$ cat src/hw/rtl/alba_pkg.sv
// ----------------------------------------------------------------------------
// alba_pkg - shared definitions for the aligned linear bump allocator
// Operation, status and register index codes, plus the handshake structs
// between the top level and the remainder unit.
// ----------------------------------------------------------------------------
package alba_pkg;

    localparam int DEFAULT_OFFSET_WIDTH = 32;

    localparam int CFG_INDEX_W = 1;
    localparam int CFG_DATA_W  = 64;

    // request opcodes
    localparam logic OP_ALLOC = 1'b0;
    localparam logic OP_RESET = 1'b1;

    // result status codes
    localparam logic [1:0] ST_OK        = 2'd0;
    localparam logic [1:0] ST_BAD       = 2'd1;
    localparam logic [1:0] ST_ALIGN_OVF = 2'd2;
    localparam logic [1:0] ST_NO_SPACE  = 2'd3;

    // configuration register indexes
    localparam logic [CFG_INDEX_W-1:0] CFG_CAPACITY = 1'd0;
    localparam logic [CFG_INDEX_W-1:0] CFG_BASE     = 1'd1;

    typedef struct packed {
        logic start;
    } rem_ctl_t;

    typedef struct packed {
        logic busy;
        logic done;
    } rem_sts_t;

endpackage

$ cat src/hw/rtl/alba_rem_unit.sv
// ----------------------------------------------------------------------------
// alba_rem_unit - radix-2 restoring remainder unit
// Computes dividend % divisor, one dividend bit per cycle, MSB first.
// ----------------------------------------------------------------------------
module alba_rem_unit
    import alba_pkg::*;
#(
    parameter int OFFSET_WIDTH = DEFAULT_OFFSET_WIDTH
)
(
    input  logic                    clk,
    input  logic                    rst_n,
    input  rem_ctl_t                ctl,
    input  logic [OFFSET_WIDTH-1:0] dividend,
    input  logic [31:0]             divisor,
    output rem_sts_t                sts,
    output logic [31:0]             remainder
);

    localparam int CW = $clog2(OFFSET_WIDTH);

    logic [OFFSET_WIDTH-1:0] div_reg;
    logic [31:0]             rem_reg;
    logic [CW-1:0]           cnt_reg;
    logic                    busy_reg;
    logic                    done_reg;

    logic [32:0] trial;
    logic [32:0] diff;
    logic [31:0] rem_next;

    // shift in the next dividend bit, subtract when it fits
    always_comb
    begin
        trial    = {rem_reg, div_reg[OFFSET_WIDTH-1]};
        diff     = trial - {1'b0, divisor};
        rem_next = diff[32] ? trial[31:0] : diff[31:0];
    end

    always_ff @(posedge clk or negedge rst_n)
    begin
        if (!rst_n)
        begin
            div_reg  <= '0;
            rem_reg  <= '0;
            cnt_reg  <= '0;
            busy_reg <= 1'b0;
            done_reg <= 1'b0;
        end
        else
        begin
            done_reg <= 1'b0;
            if (ctl.start)
            begin
                div_reg  <= dividend;
                rem_reg  <= '0;
                cnt_reg  <= CW'(OFFSET_WIDTH - 1);
                busy_reg <= 1'b1;
            end
            else if (busy_reg)
            begin
                rem_reg <= rem_next;
                div_reg <= {div_reg[OFFSET_WIDTH-2:0], 1'b0};
                cnt_reg <= cnt_reg - 1'b1;
                if (cnt_reg == '0)
                begin
                    busy_reg <= 1'b0;
                    done_reg <= 1'b1;
                end
            end
        end
    end

    assign sts.busy  = busy_reg;
    assign sts.done  = done_reg;
    assign remainder = rem_reg;

endmodule

$ cat src/hw/rtl/aligned_linear_bump_allocator_unit.sv
// ----------------------------------------------------------------------------
// aligned_linear_bump_allocator_unit - linear allocator with any alignment
// Rounds the fill level up to a multiple of an arbitrary alignment, checks
// the region against capacity, returns offset and address, bumps the level.
// ----------------------------------------------------------------------------
//
//  channel  | handshake             | payload
//  ---------+-----------------------+------------------------------------------
//  in       | in_valid / in_ready   | op, request_size, alignment
//  out      | out_valid / out_ready | ok, status, offset, address, granted_size
//  cfg      | cfg_we (no wait)      | cfg_index, cfg_data
//
//  Allocate: accept, then S_DIV while the remainder unit iterates once per
//  fill-level bit, then S_ADD, S_CHECK and S_FINISH to result valid.
//  Alignment overflow skips S_CHECK and goes from S_ADD to S_FINISH.
//  Reset requests and bad requests go straight from accept to S_FINISH.
//  One transaction in flight; in_ready is high only in idle.
//  A stalled result holds the block in its final state until taken.
//  rst_n clears fill level, capacity, base address and all control.
//
module aligned_linear_bump_allocator_unit
    import alba_pkg::*;
#(
    parameter int OFFSET_WIDTH = DEFAULT_OFFSET_WIDTH
)
(
    input  logic                   clk,
    input  logic                   rst_n,
    // configuration
    input  logic                   cfg_we,
    input  logic [CFG_INDEX_W-1:0] cfg_index,
    input  logic [CFG_DATA_W-1:0]  cfg_data,
    // request channel
    input  logic                   in_valid,
    output logic                   in_ready,
    input  logic                   op,
    input  logic [31:0]            request_size,
    input  logic [31:0]            alignment,
    // result channel
    output logic                   out_valid,
    input  logic                   out_ready,
    output logic                   ok,
    output logic [1:0]             status,
    output logic [31:0]            offset,
    output logic [63:0]            address,
    output logic [31:0]            granted_size
);

    // SW holds any start offset, including the overshoot past the offset
    // range that a wide alignment can cause when OFFSET_WIDTH is small.
    localparam int SW = ((OFFSET_WIDTH > 32) ? OFFSET_WIDTH : 32) + 1;
    localparam int AW = (SW > 64) ? SW : 64;
    localparam logic [SW-1:0] OFS_MASK = {{(SW-OFFSET_WIDTH){1'b0}}, {OFFSET_WIDTH{1'b1}}};

    typedef enum logic [2:0] {
        S_IDLE,
        S_DIV,
        S_ADD,
        S_CHECK,
        S_FINISH
    } state_t;

    state_t                  state_reg;
    logic [31:0]             capacity_reg;
    logic [63:0]             base_reg;
    logic [OFFSET_WIDTH-1:0] fill_reg;

    // latched request
    logic [31:0]             size_reg;
    logic [31:0]             align_reg;

    // working values
    logic [SW-1:0]           start_reg;
    logic                    res_ok_reg;
    logic                    res_pay_reg;   // result carries a granted region
    logic [1:0]              res_status_reg;
    logic                    fill_we_reg;
    logic [OFFSET_WIDTH-1:0] fill_new_reg;

    // output register
    logic                    out_valid_reg;
    logic                    ok_reg;
    logic [1:0]              status_reg;
    logic [31:0]             offset_reg;
    logic [63:0]             address_reg;
    logic [31:0]             granted_reg;

    rem_ctl_t    rem_ctl;
    rem_sts_t    rem_sts;
    logic [31:0] rem_value;

    logic          in_fire;
    logic          bad_req;
    logic [31:0]   add_amt;
    logic          rem_zero;
    logic [SW-1:0] sum;
    logic [SW-1:0] start_calc;
    logic          align_ovf;
    logic [SW-1:0] cap_sw;
    logic [SW:0]   end_calc;
    logic          no_space;
    logic [AW-1:0] start_ext;
    logic          res_load;

    assign in_ready = (state_reg == S_IDLE);
    assign in_fire  = in_valid && in_ready;
    assign bad_req  = (capacity_reg == '0) || (request_size == '0) || (alignment == '0);

    assign rem_ctl.start = in_fire && (op == OP_ALLOC) && !bad_req;

    alba_rem_unit #(
        .OFFSET_WIDTH (OFFSET_WIDTH)
    ) u_rem (
        .clk       (clk),
        .rst_n     (rst_n),
        .ctl       (rem_ctl),
        .dividend  (fill_reg),
        .divisor   (align_reg),
        .sts       (rem_sts),
        .remainder (rem_value)
    );

    always_comb
    begin
        // rounding step: start = fill rounded up to the alignment
        add_amt    = align_reg - rem_value;
        rem_zero   = (rem_value == '0);
        sum        = SW'(fill_reg) + SW'(add_amt);
        start_calc = rem_zero ? SW'(fill_reg) : sum;
        // an increment wider than the offset range skips the overflow code
        // and falls through to the capacity check
        align_ovf  = !rem_zero && (SW'(add_amt) <= OFS_MASK) && (sum > OFS_MASK);

        // fit step: region end against clamped capacity
        cap_sw     = (SW'(capacity_reg) > OFS_MASK) ? OFS_MASK : SW'(capacity_reg);
        end_calc   = {1'b0, start_reg} + (SW+1)'(size_reg);
        no_space   = end_calc > {1'b0, cap_sw};

        start_ext  = AW'(start_reg);
        res_load   = (state_reg == S_FINISH) && (!out_valid_reg || out_ready);
    end

    // align_reg is latched on accept so the divider sees it from its first step
    always_ff @(posedge clk or negedge rst_n)
    begin
        if (!rst_n)
        begin
            state_reg      <= S_IDLE;
            capacity_reg   <= '0;
            base_reg       <= '0;
            fill_reg       <= '0;
            size_reg       <= '0;
            align_reg      <= '0;
            start_reg      <= '0;
            res_ok_reg     <= 1'b0;
            res_pay_reg    <= 1'b0;
            res_status_reg <= ST_OK;
            fill_we_reg    <= 1'b0;
            fill_new_reg   <= '0;
            out_valid_reg  <= 1'b0;
            ok_reg         <= 1'b0;
            status_reg     <= ST_OK;
            offset_reg     <= '0;
            address_reg    <= '0;
            granted_reg    <= '0;
        end
        else
        begin
            if (out_valid_reg && out_ready && !res_load)
            begin
                out_valid_reg <= 1'b0;
            end

            case (state_reg)
                S_IDLE:
                begin
                    if (in_fire)
                    begin
                        size_reg  <= request_size;
                        align_reg <= alignment;
                        start_reg <= '0;
                        if (op == OP_RESET)
                        begin
                            // succeeds with an empty payload
                            res_ok_reg     <= 1'b1;
                            res_pay_reg    <= 1'b0;
                            res_status_reg <= ST_OK;
                            fill_we_reg    <= 1'b1;
                            fill_new_reg   <= '0;
                            state_reg      <= S_FINISH;
                        end
                        else if (bad_req)
                        begin
                            res_ok_reg     <= 1'b0;
                            res_pay_reg    <= 1'b0;
                            res_status_reg <= ST_BAD;
                            fill_we_reg    <= 1'b0;
                            state_reg      <= S_FINISH;
                        end
                        else
                        begin
                            state_reg <= S_DIV;
                        end
                    end
                end

                S_DIV:
                begin
                    if (rem_sts.done)
                    begin
                        state_reg <= S_ADD;
                    end
                end

                S_ADD:
                begin
                    start_reg <= start_calc;
                    if (align_ovf)
                    begin
                        res_ok_reg     <= 1'b0;
                        res_pay_reg    <= 1'b0;
                        res_status_reg <= ST_ALIGN_OVF;
                        fill_we_reg    <= 1'b0;
                        state_reg      <= S_FINISH;
                    end
                    else
                    begin
                        state_reg <= S_CHECK;
                    end
                end

                S_CHECK:
                begin
                    if (no_space)
                    begin
                        res_ok_reg     <= 1'b0;
                        res_pay_reg    <= 1'b0;
                        res_status_reg <= ST_NO_SPACE;
                        fill_we_reg    <= 1'b0;
                    end
                    else
                    begin
                        // end fits the clamped capacity, so it fits the range
                        res_ok_reg     <= 1'b1;
                        res_pay_reg    <= 1'b1;
                        res_status_reg <= ST_OK;
                        fill_we_reg    <= 1'b1;
                        fill_new_reg   <= end_calc[OFFSET_WIDTH-1:0];
                    end
                    state_reg <= S_FINISH;
                end

                S_FINISH:
                begin
                    if (res_load)
                    begin
                        out_valid_reg <= 1'b1;
                        ok_reg        <= res_ok_reg;
                        status_reg    <= res_status_reg;
                        offset_reg    <= res_pay_reg ? start_reg[31:0] : '0;
                        address_reg   <= res_pay_reg ? (base_reg + start_ext[63:0]) : '0;
                        granted_reg   <= res_pay_reg ? size_reg : '0;
                        if (fill_we_reg)
                        begin
                            fill_reg <= fill_new_reg;
                        end
                        state_reg <= S_IDLE;
                    end
                end

                default:
                begin
                    state_reg <= S_IDLE;
                end
            endcase

            // configuration must arrive only while idle (the block does not enforce it); capacity re-initializes
            if (cfg_we)
            begin
                case (cfg_index)
                    CFG_CAPACITY:
                    begin
                        capacity_reg <= cfg_data[31:0];
                        fill_reg     <= '0;
                    end
                    CFG_BASE:
                    begin
                        base_reg <= cfg_data;
                    end
                    default:
                    begin
                    end
                endcase
            end
        end
    end

    assign out_valid    = out_valid_reg;
    assign ok           = ok_reg;
    assign status       = status_reg;
    assign offset       = offset_reg;
    assign address      = address_reg;
    assign granted_size = granted_reg;

    // ------------------------------------------------------------------------
    // assertions
    // ------------------------------------------------------------------------

    // the remainder unit never runs while a new request can be taken
    a_idle_not_busy: assert property (@(posedge clk) disable iff (!rst_n)
        in_ready |-> !rem_sts.busy)
        else $error("remainder unit busy while idle");

    // a remainder result only lands while the sequencer waits for it
    a_done_in_div: assert property (@(posedge clk) disable iff (!rst_n)
        rem_sts.done |-> (state_reg == S_DIV))
        else $error("remainder done outside divide state");

    // ok and status agree on every result
    a_ok_status: assert property (@(posedge clk) disable iff (!rst_n)
        out_valid |-> (ok == (status == ST_OK)))
        else $error("ok and status disagree");

    // failed results carry zero payload
    a_fail_zero: assert property (@(posedge clk) disable iff (!rst_n)
        (out_valid && !ok) |-> (offset == '0 && address == '0 && granted_size == '0))
        else $error("failed result with nonzero payload");

    // a granted region ends within the clamped capacity
    a_fill_in_cap: assert property (@(posedge clk) disable iff (!rst_n)
        (res_load && res_ok_reg && fill_we_reg) |=> (SW'(fill_reg) <= cap_sw))
        else $error("fill level beyond capacity");

endmodule
$ cat config.mk
export PLATFORM = sky130hd
export DESIGN_NAME = aligned_linear_bump_allocator_unit
export DESIGN_NICKNAME = d
export VERILOG_FILES = /design/src/hw/rtl/alba_pkg.sv /design/src/hw/rtl/alba_rem_unit.sv /design/src/hw/rtl/aligned_linear_bump_allocator_unit.sv
export SDC_FILE = /design/constraint.sdc
export NUM_CORES = 1
export LEC_CHECK = 0
export ABC_AREA = 1
export BUFFER_PORTS_ARGS = -buffer_cell sky130_fd_sc_hd__buf_2
export CAP_MARGIN = 10
export CORE_AREA = 2 2 260 262
export DETAILED_ROUTE_END_ITERATION = 12
export DIE_AREA = 0 0 262 264
export PLACE_DENSITY = 0.63
export SLEW_MARGIN = 30
export SYNTH_ARGS = -nofsm -noshare
export SYNTH_HDL_FRONTEND = slang
export SYNTH_SLANG_ARGS = --single-unit
$ cat constraint.sdc
create_clock -name clk -period 5.5 [get_ports clk]
set_input_delay 0.275 -clock clk [delete_from_list [all_inputs] [get_ports clk]]
set_output_delay 0.275 -clock clk [all_outputs]
set_load 0.02 [all_outputs]
==> reports/qor.yml, run 1 <==
drv_slew: 0
grt_antenna_before_repair: 4
drcViolationCount: 0
fmax_mhz: 205.7
start_util_pct: 44.50
grt.total_usage_pct: 28.76
viasPerCell: 5.419
min_path_type: "in2reg"
cts.clk_slew.worst_paths_ns: 0.06
via_count: 27950
cts_tree: "done"
ant_nets: 0
synth.distinct_cells: 60
design_area_mm2: 0.03503
drv_cap: 0
place.gp.congestion: 0.9728
multi_input_area_mm2: 0.01591
placed_area_mm2: 0.03186
async_flop_share_pct: 100.0
worstPathArrival_ns: 5.42
nFillCells: 6418
dieArea_mm2: 0.06917
ios: 268
worstSkewPairLatency_ns: 0.62
finClkSkew_ns: 0.02530
dpl.hpwl_um: 77670
slew_headroom_pct: 30.56
finalHoldViolCount: 0
ys_warn_count: 0
post-place-ws_ns: 0.7336
clock-sinks: 467
ys.flop_type: "dfrtp_1"
rsz0062_at_grt: "no"
dieWidth_um: 262
setup_ws_ns: 0.6379
num-nets-final: 4578
finalSetupViolations: 0
cts_setup_buffers: 0
wl_per_cell_um: 19.49
grt_pass1_wl_um: 153800
port_buffers: 267
critical_path.startpoint: "size_reg[0]$_DFFE_PN0P_"
holdPathStages: 6
period_minus_slack_ns: 4.862
tns_ns: 0
layout-drive-gt1-share_pct: 12.87
r2r_cells: 22
seq_area_frac_synth_pct: 39.45
area_delta_synth_final_pct: 18.24
syn_avg_cell_area_um2: 7.662
critPathMaxFanout: 31
rr_startpoint: "size_reg[0]$_DFFE_PN0P_"
cts_max_level: 2
cp.required_ns: 6.05
worst_pin_slew_ns: 1.034
finalWirelength_um: 100500
syn_nets: 4204
p_per_area_mw_per_mm2: 722.9
end_kind: "flop"
die_y_um: 264
status: "finished clean"
grt_pass1_vias: 26580
peakVddDrop_uv: 422.4
regArea_mm2: 0.01169
r2r_end: "fill_new_reg[9]$_DFFE_PN0P_"
synth_area_mm2: 0.02962
ys_seq_elements: 467
cp-start-kind: "flop"
p_leak_uw: 0.01770
worst-setup-path-type: "reg2reg"
final_core_util_pct: 52.62
synth_edf_count: 0
coreArea_mm2: 0.06656
rrSetupSlack_ns: 0.64
hold_start: "op"
worstHoldEndpoint: "res_status_reg[0]$_DFFE_PN0P_"
syn_inst: 3866
rows: 95
ctsLongestPathBuffers: 3
post-route-period-util_pct: 88.40
first_pass_iters: 6
ctsResizeCount: 0
cts_buffers: 54
cts_root_buf: "clkbuf_16"
overflow: 0
drt_iter0_drc: 2615
grt_max_degree: 132
cts.hold.buffers_added: 130
==> per-layer routing <==
metal / global-route usage, % / up-vias / part of all wire, %
li1: - / 13610 / -
met1: 42.77 / 13260 / 47
met2: 42.25 / 917 / 43
met3: 5.354 / 163 / 7.3
met4: 8.612 / 2 / 3.1
met5: 0 / - / 0.013
==> synthesized netlist by cell type (4+ instances only) <==
cell	instances	share of area [%]
a32o_1	6	0.20
o21bai_1	24	0.61
a21oi_2	5	0.15
buf_1	6	0.076
a21oi_1	309	5.2
buf_2	12	0.20
o21ai_1	15	0.25
o221ai_1	4	0.12
nand3_1	144	2.4
a211oi_1	8	0.20
o21ai_0	326	5.5
nand2_4	4	0.15
a21o_1	23	0.58
o211ai_1	36	0.91
ha_1	198	8.4
nor2_1	298	3.8
nand3b_1	5	0.13
fa_1	5	0.34
a31oi_1	14	0.30
xor2_1	74	2.2
xnor2_1	37	1.1
dfrtp_1	467	39
o21a_1	8	0.20
nand4_1	37	0.78
a22o_1	39	1.2
nor4_1	38	0.80
and3_1	6	0.13
inv_1	419	5.3
nand2_2	75	1.6
or2_2	12	0.25
nor3_1	41	0.69
clkbuf_1	79	1.0
nand2_1	995	13
o22ai_1	13	0.27
inv_2	5	0.063
mux2_2	39	1.5
==> worst max-delay path by stage <==
stage | endpoint | slack, ns | cells past startpoint
3_3_place_gp | fill_new_reg[7]$_DFFE_PN0P_ | 0.83 | 22
3_5_place_dp | fill_new_reg[9]$_DFFE_PN0P_ | 0.73 | 22
2_1_floorplan | res_pay_reg$_DFFE_PN0P_ | 1.87 | 22
5_1_grt | fill_new_reg[9]$_DFFE_PN0P_ | 0.30 | 22
6_report | fill_new_reg[9]$_DFFE_PN0P_ | 0.64 | 22
4_1_cts | fill_new_reg[9]$_DFFE_PN0P_ | 0.70 | 22
==> cell type report <==
type / instances / share of cell area, %
inverters: 425 / 4.558
diodes: 2 / 0.01429
clock inverters: 26 / 0.8966
multi-input cells: 2871 / 45.43
well taps: 873 / 3.119
flip-flops and latches: 467 / 33.36
clock buffers: 72 / 4.397
repair buffers: 421 / 8.216
==> worst max-delay path, stage by stage (launching register included) <==
cell and delay (ns):
dfrtp_1 0.40, ha_1 0.32, fa_1 0.44, nand2_2 0.09, clkinv_2 0.07, nand2_2 0.07
nand2_4 0.06, a21oi_1 0.23, o21ai_1 0.20, a21oi_1 0.29, o21ai_2 0.12, nand2_1 0.07
nand2_1 0.05, xor2_1 0.15, ha_1 0.28, nand4_1 0.17, nor4_1 0.33, nand3_1 0.17
nand2_1 0.18, nand2_4 0.10, nor2_4 0.67, nand2_1 0.18, nand2_2 0.12
==> cell families (layout without fill, tap and decap cells) <==
kind of cell / Yosys count / in the layout / share of synthesized area (%)
flops: 467 / 467 / 39.45
compound gates: 845 / 845 / 16.11
fa+ha+maj: 203 / 203 / 8.701
buf+inv: 528 / 944 / 6.986
mux: 39 / 39 / 1.483
other cells: 0 / 2 / 0
simple gates: 1673 / 1673 / 23.99
xor+xnor: 111 / 111 / 3.282
==> power by group <==
part           internal, uW  switching [uW]  leakage, uW
logic                  5350           10500       0.0108
clock network          2250            1540     0.000901
registers              4620            1110      0.00602
total                 12200           13100       0.0177
==> per-stage QoR <==
step,instances,power [uW],hold WS [ns]
after floorplan,3866,16700,-0.02059
after global placement,4927,21220,0.3211
after detailed placement,4927,21230,0.3208
after CTS,5155,25230,0.03624
after global routing,5155,27530,0.08358
final,5157,25320,0.06326
==> placed cells by master, fill, tap and decap left out, types with 23 or more instances in the layout <==
cell type and n:
ha_1 198, a21oi_1 309, nand4_1 37, buf_2 266
mux2_2 39, o211ai_1 36, xnor2_1 37, nor2_1 296
nand2_2 77, dlygate4sd3_1 130, o21ai_0 326, nor4_1 36
nand2_1 991, inv_1 417, nor3_1 41, a22o_1 39
a21o_1 23, clkbuf_16 55, xor2_1 74, nand3_1 144
dfrtp_1 467, o21bai_1 24
(Power assumes the default switching activity.)
==> run 2, diff against run 1 <==
Settings changed: ABC_AREA 1 to default, CORE_AREA 2 2 260 262 to 2 2 253 255, DIE_AREA 0 0 262 264 to 0 0 255 257, SLEW_MARGIN 30 to 10.
==> run 2 against run 1 <==
First-iteration DRC count decreased by 37%. Die area is 5.3% lower. Flip-flop and latch count stayed put. Largest cell class unchanged. Largest power group is now clock.
==> reports/qor.yml, run 2 <==
status: "finished clean"
synth_area_leaders: "dfrtp_1, ha_1, nand2_1"
peakVddDrop_uv: 233.1
worstHoldEndpoint: "out_valid$_DFF_PN0_"
async_flop_share_pct: 100.0
p_per_area_mw_per_mm2: 244.5
syn_inst: 3085
drt_iter0_drc: 1648
cp.required_ns: 6.01
area_delta_synth_final_pct: 20.56
ys_warn_count: 0
rows: 92
cts_max_level: 2
grt_antenna_before_repair: 3
fmax_mhz: 186.0
final_common_cell: "nand2_1"
period_minus_slack_ns: 5.375
num-nets-final: 3804
cp-start-kind: "flop"
wl_per_cell_um: 19.63
layout_common_cells: "nand2_1, dfrtp_1, buf_2"
clock-sinks: 467
cts.clk_slew.worst_paths_ns: 0.06
worstPathArrival_ns: 5.88
r2r_end: "fill_new_reg[6]$_DFFE_PN0P_"
cts_buffers: 54
synth_top_area_share_pct: 41.56
die_y_um: 257
viasPerCell: 5.557
synth.distinct_cells: 84
ctsLongestPathBuffers: 3
ios: 268
finalWirelength_um: 85580
multi_input_area_mm2: 0.01556
critPathMaxFanout: 8
syn_nets: 3423
post-route-period-util_pct: 97.73
drv_cap: 0
worstSkewPairLatency_ns: 0.62
p_leak_uw: 0.01644
finalSetupViolations: 0
ys.flop_type: "dfrtp_1"
dpl.hpwl_um: 62940
via_count: 24220
port_buffers: 267
place.gp.congestion: 0.9147
ant_nets: 0
hold_start: "out_ready"
overflow: 0
grt.total_usage_pct: 25.61
grt_pass1_wl_um: 133400
min_path_type: "in2reg"
r2r_cells: 21
ys_seq_elements: 467
dieWidth_um: 255
layout-drive-gt1-share_pct: 16.55
synth.largest_area_cell: "dfrtp_1"
first_pass_iters: 7
grt_pass1_vias: 23930
end_kind: "flop"
dieArea_mm2: 0.06554
drv_slew: 0
synthTopCellsByCount: "nand2_1, dfrtp_1, o21ai_0"
rsz0062_at_grt: "yes"
worst-setup-path-type: "reg2reg"
grt_max_degree: 167
yosysMostFrequentCell: "nand2_1"
rr_startpoint: "size_reg[0]$_DFFE_PN0P_"
synth_area_mm2: 0.02812
drcViolationCount: 0
coreArea_mm2: 0.06274
holdPathStages: 3
post-place-ws_ns: -0.1251
worst_pin_slew_ns: 1.227
slew_headroom_pct: 18.00
finalHoldViolCount: 0
nFillCells: 5596
cts_root_buf: "clkbuf_16"
syn_avg_cell_area_um2: 9.114
start_util_pct: 44.82
cts_tree: "done"
seq_area_frac_synth_pct: 41.56
tns_ns: 0
finClkSkew_ns: 0.02288
rrSetupSlack_ns: 0.12
setup_ws_ns: 0.1248
regArea_mm2: 0.01169
synth_edf_count: 0
-- run 2: cell types whose count changed in the layout (fill, tap and decap cells not counted), sizes merged, moves of 33 or more --
cell	delta
a21o	+88
a21oi	-92
buf	+41
inv	-284
mux2	+60
mux2i	+36
nand2	-575
nand2b	+33
nand3	-37
nor2	-167
o21ai	-85
xnor2	+61
-- run 2: worst max-delay path, stage by stage, from the launching register on --
cell	delay (ns)
dfrtp_1	0.40
ha_2	0.21
fa_2	0.37
a21o_1	0.18
a21oi_2	0.15
nand2b_4	0.15
a22o_4	0.15
a211oi_4	0.07
or3_4	0.37
a311o_1	0.38
a21oi_2	0.18
xnor2_2	0.11
ha_1	0.33
nand4_1	0.11
nor3_2	0.21
nand3_1	0.13
a221o_1	0.32
a2111o_1	0.36
a311oi_2	0.31
and3_4	0.37
a21oi_4	0.12
a22o_1	0.27
-- run 2: final cells by class --
class	instances	area share (%)
repair buffers	462	9.442
flip-flops and latches	467	34.49
inverters	142	1.572
well taps	846	3.123
clock inverters	27	0.9670
diodes	2	0.01476
multi-input cells	2339	45.89
clock buffers	74	4.503
-- run 2: power by group --
part           internal [uW]  switching (uW)  total (uW)
sequential              3540            83.4        3620
clock                   2230            1550        3780
combinational            407             485         892
-- run 2: logic make-up (layout without fill, tap and decap cells) --
group	after synthesis	count (layout)	share of synthesized area, %
AO/OA/AOI/OAI	845	848	19.02
flip-flops	467	467	41.56
buffers and inverters	282	705	3.920
adder cells (fa/ha/maj)	203	203	9.167
other	0	2	0
AND/OR/NAND/NOR	983	983	15.77
multiplexers	135	135	5.246
XOR/XNOR	170	170	5.322
-- run 2: stage by stage --
stage	utilization, %	hold slack [ns]	power (uW)	instances	cell area [um2]
floorplan	-	-0.02059	4178	3085	28120
detailed placement	48.58	0.3611	4486	4114	30480
global placement	48.58	0.3585	4466	4114	30480
CTS	53.65	0.04735	8340	4346	33660
global route	54.03	0.08762	8589	4359	33900
finish	54.03	0.06389	8289	4359	33900
-- run 2: worst max-delay path by stage --
stage,from,endpoint,depth (start not counted)
global placement,size_reg[1]$_DFFE_PN0P_,fill_new_reg[5]$_DFFE_PN0P_,21
global route,start_reg[0]$_DFFE_PN0P_,fill_new_reg[6]$_DFFE_PN0P_,21
CTS,size_reg[0]$_DFFE_PN0P_,fill_new_reg[21]$_DFFE_PN0P_,21
floorplan,start_reg[0]$_DFFE_PN0P_,fill_new_reg[0]$_DFFE_PN0P_,23
finish,size_reg[0]$_DFFE_PN0P_,fill_new_reg[6]$_DFFE_PN0P_,21
detailed placement,size_reg[0]$_DFFE_PN0P_,fill_new_reg[18]$_DFFE_PN0P_,21
-- run 2: layer usage --
metal	global-route usage, %	routed length [um]	vias up
li1	-	-	11720
met1	36.92	40180	11690
met2	40.67	38900	694
met3	2.691	4227	120
met4	7.424	2256	2
met5	0	13	-
-- run 2: repair_timing --
action                                 in CTS  in global routing
setup buffers                               1                  8
resized for setup                           5                 31
setup endpoints to repair                  33                 39
hold buffers                              129                  0
pin swaps                                   2                 23
endpoints found under the hold margin     257                  0
gates cloned                                1                  3
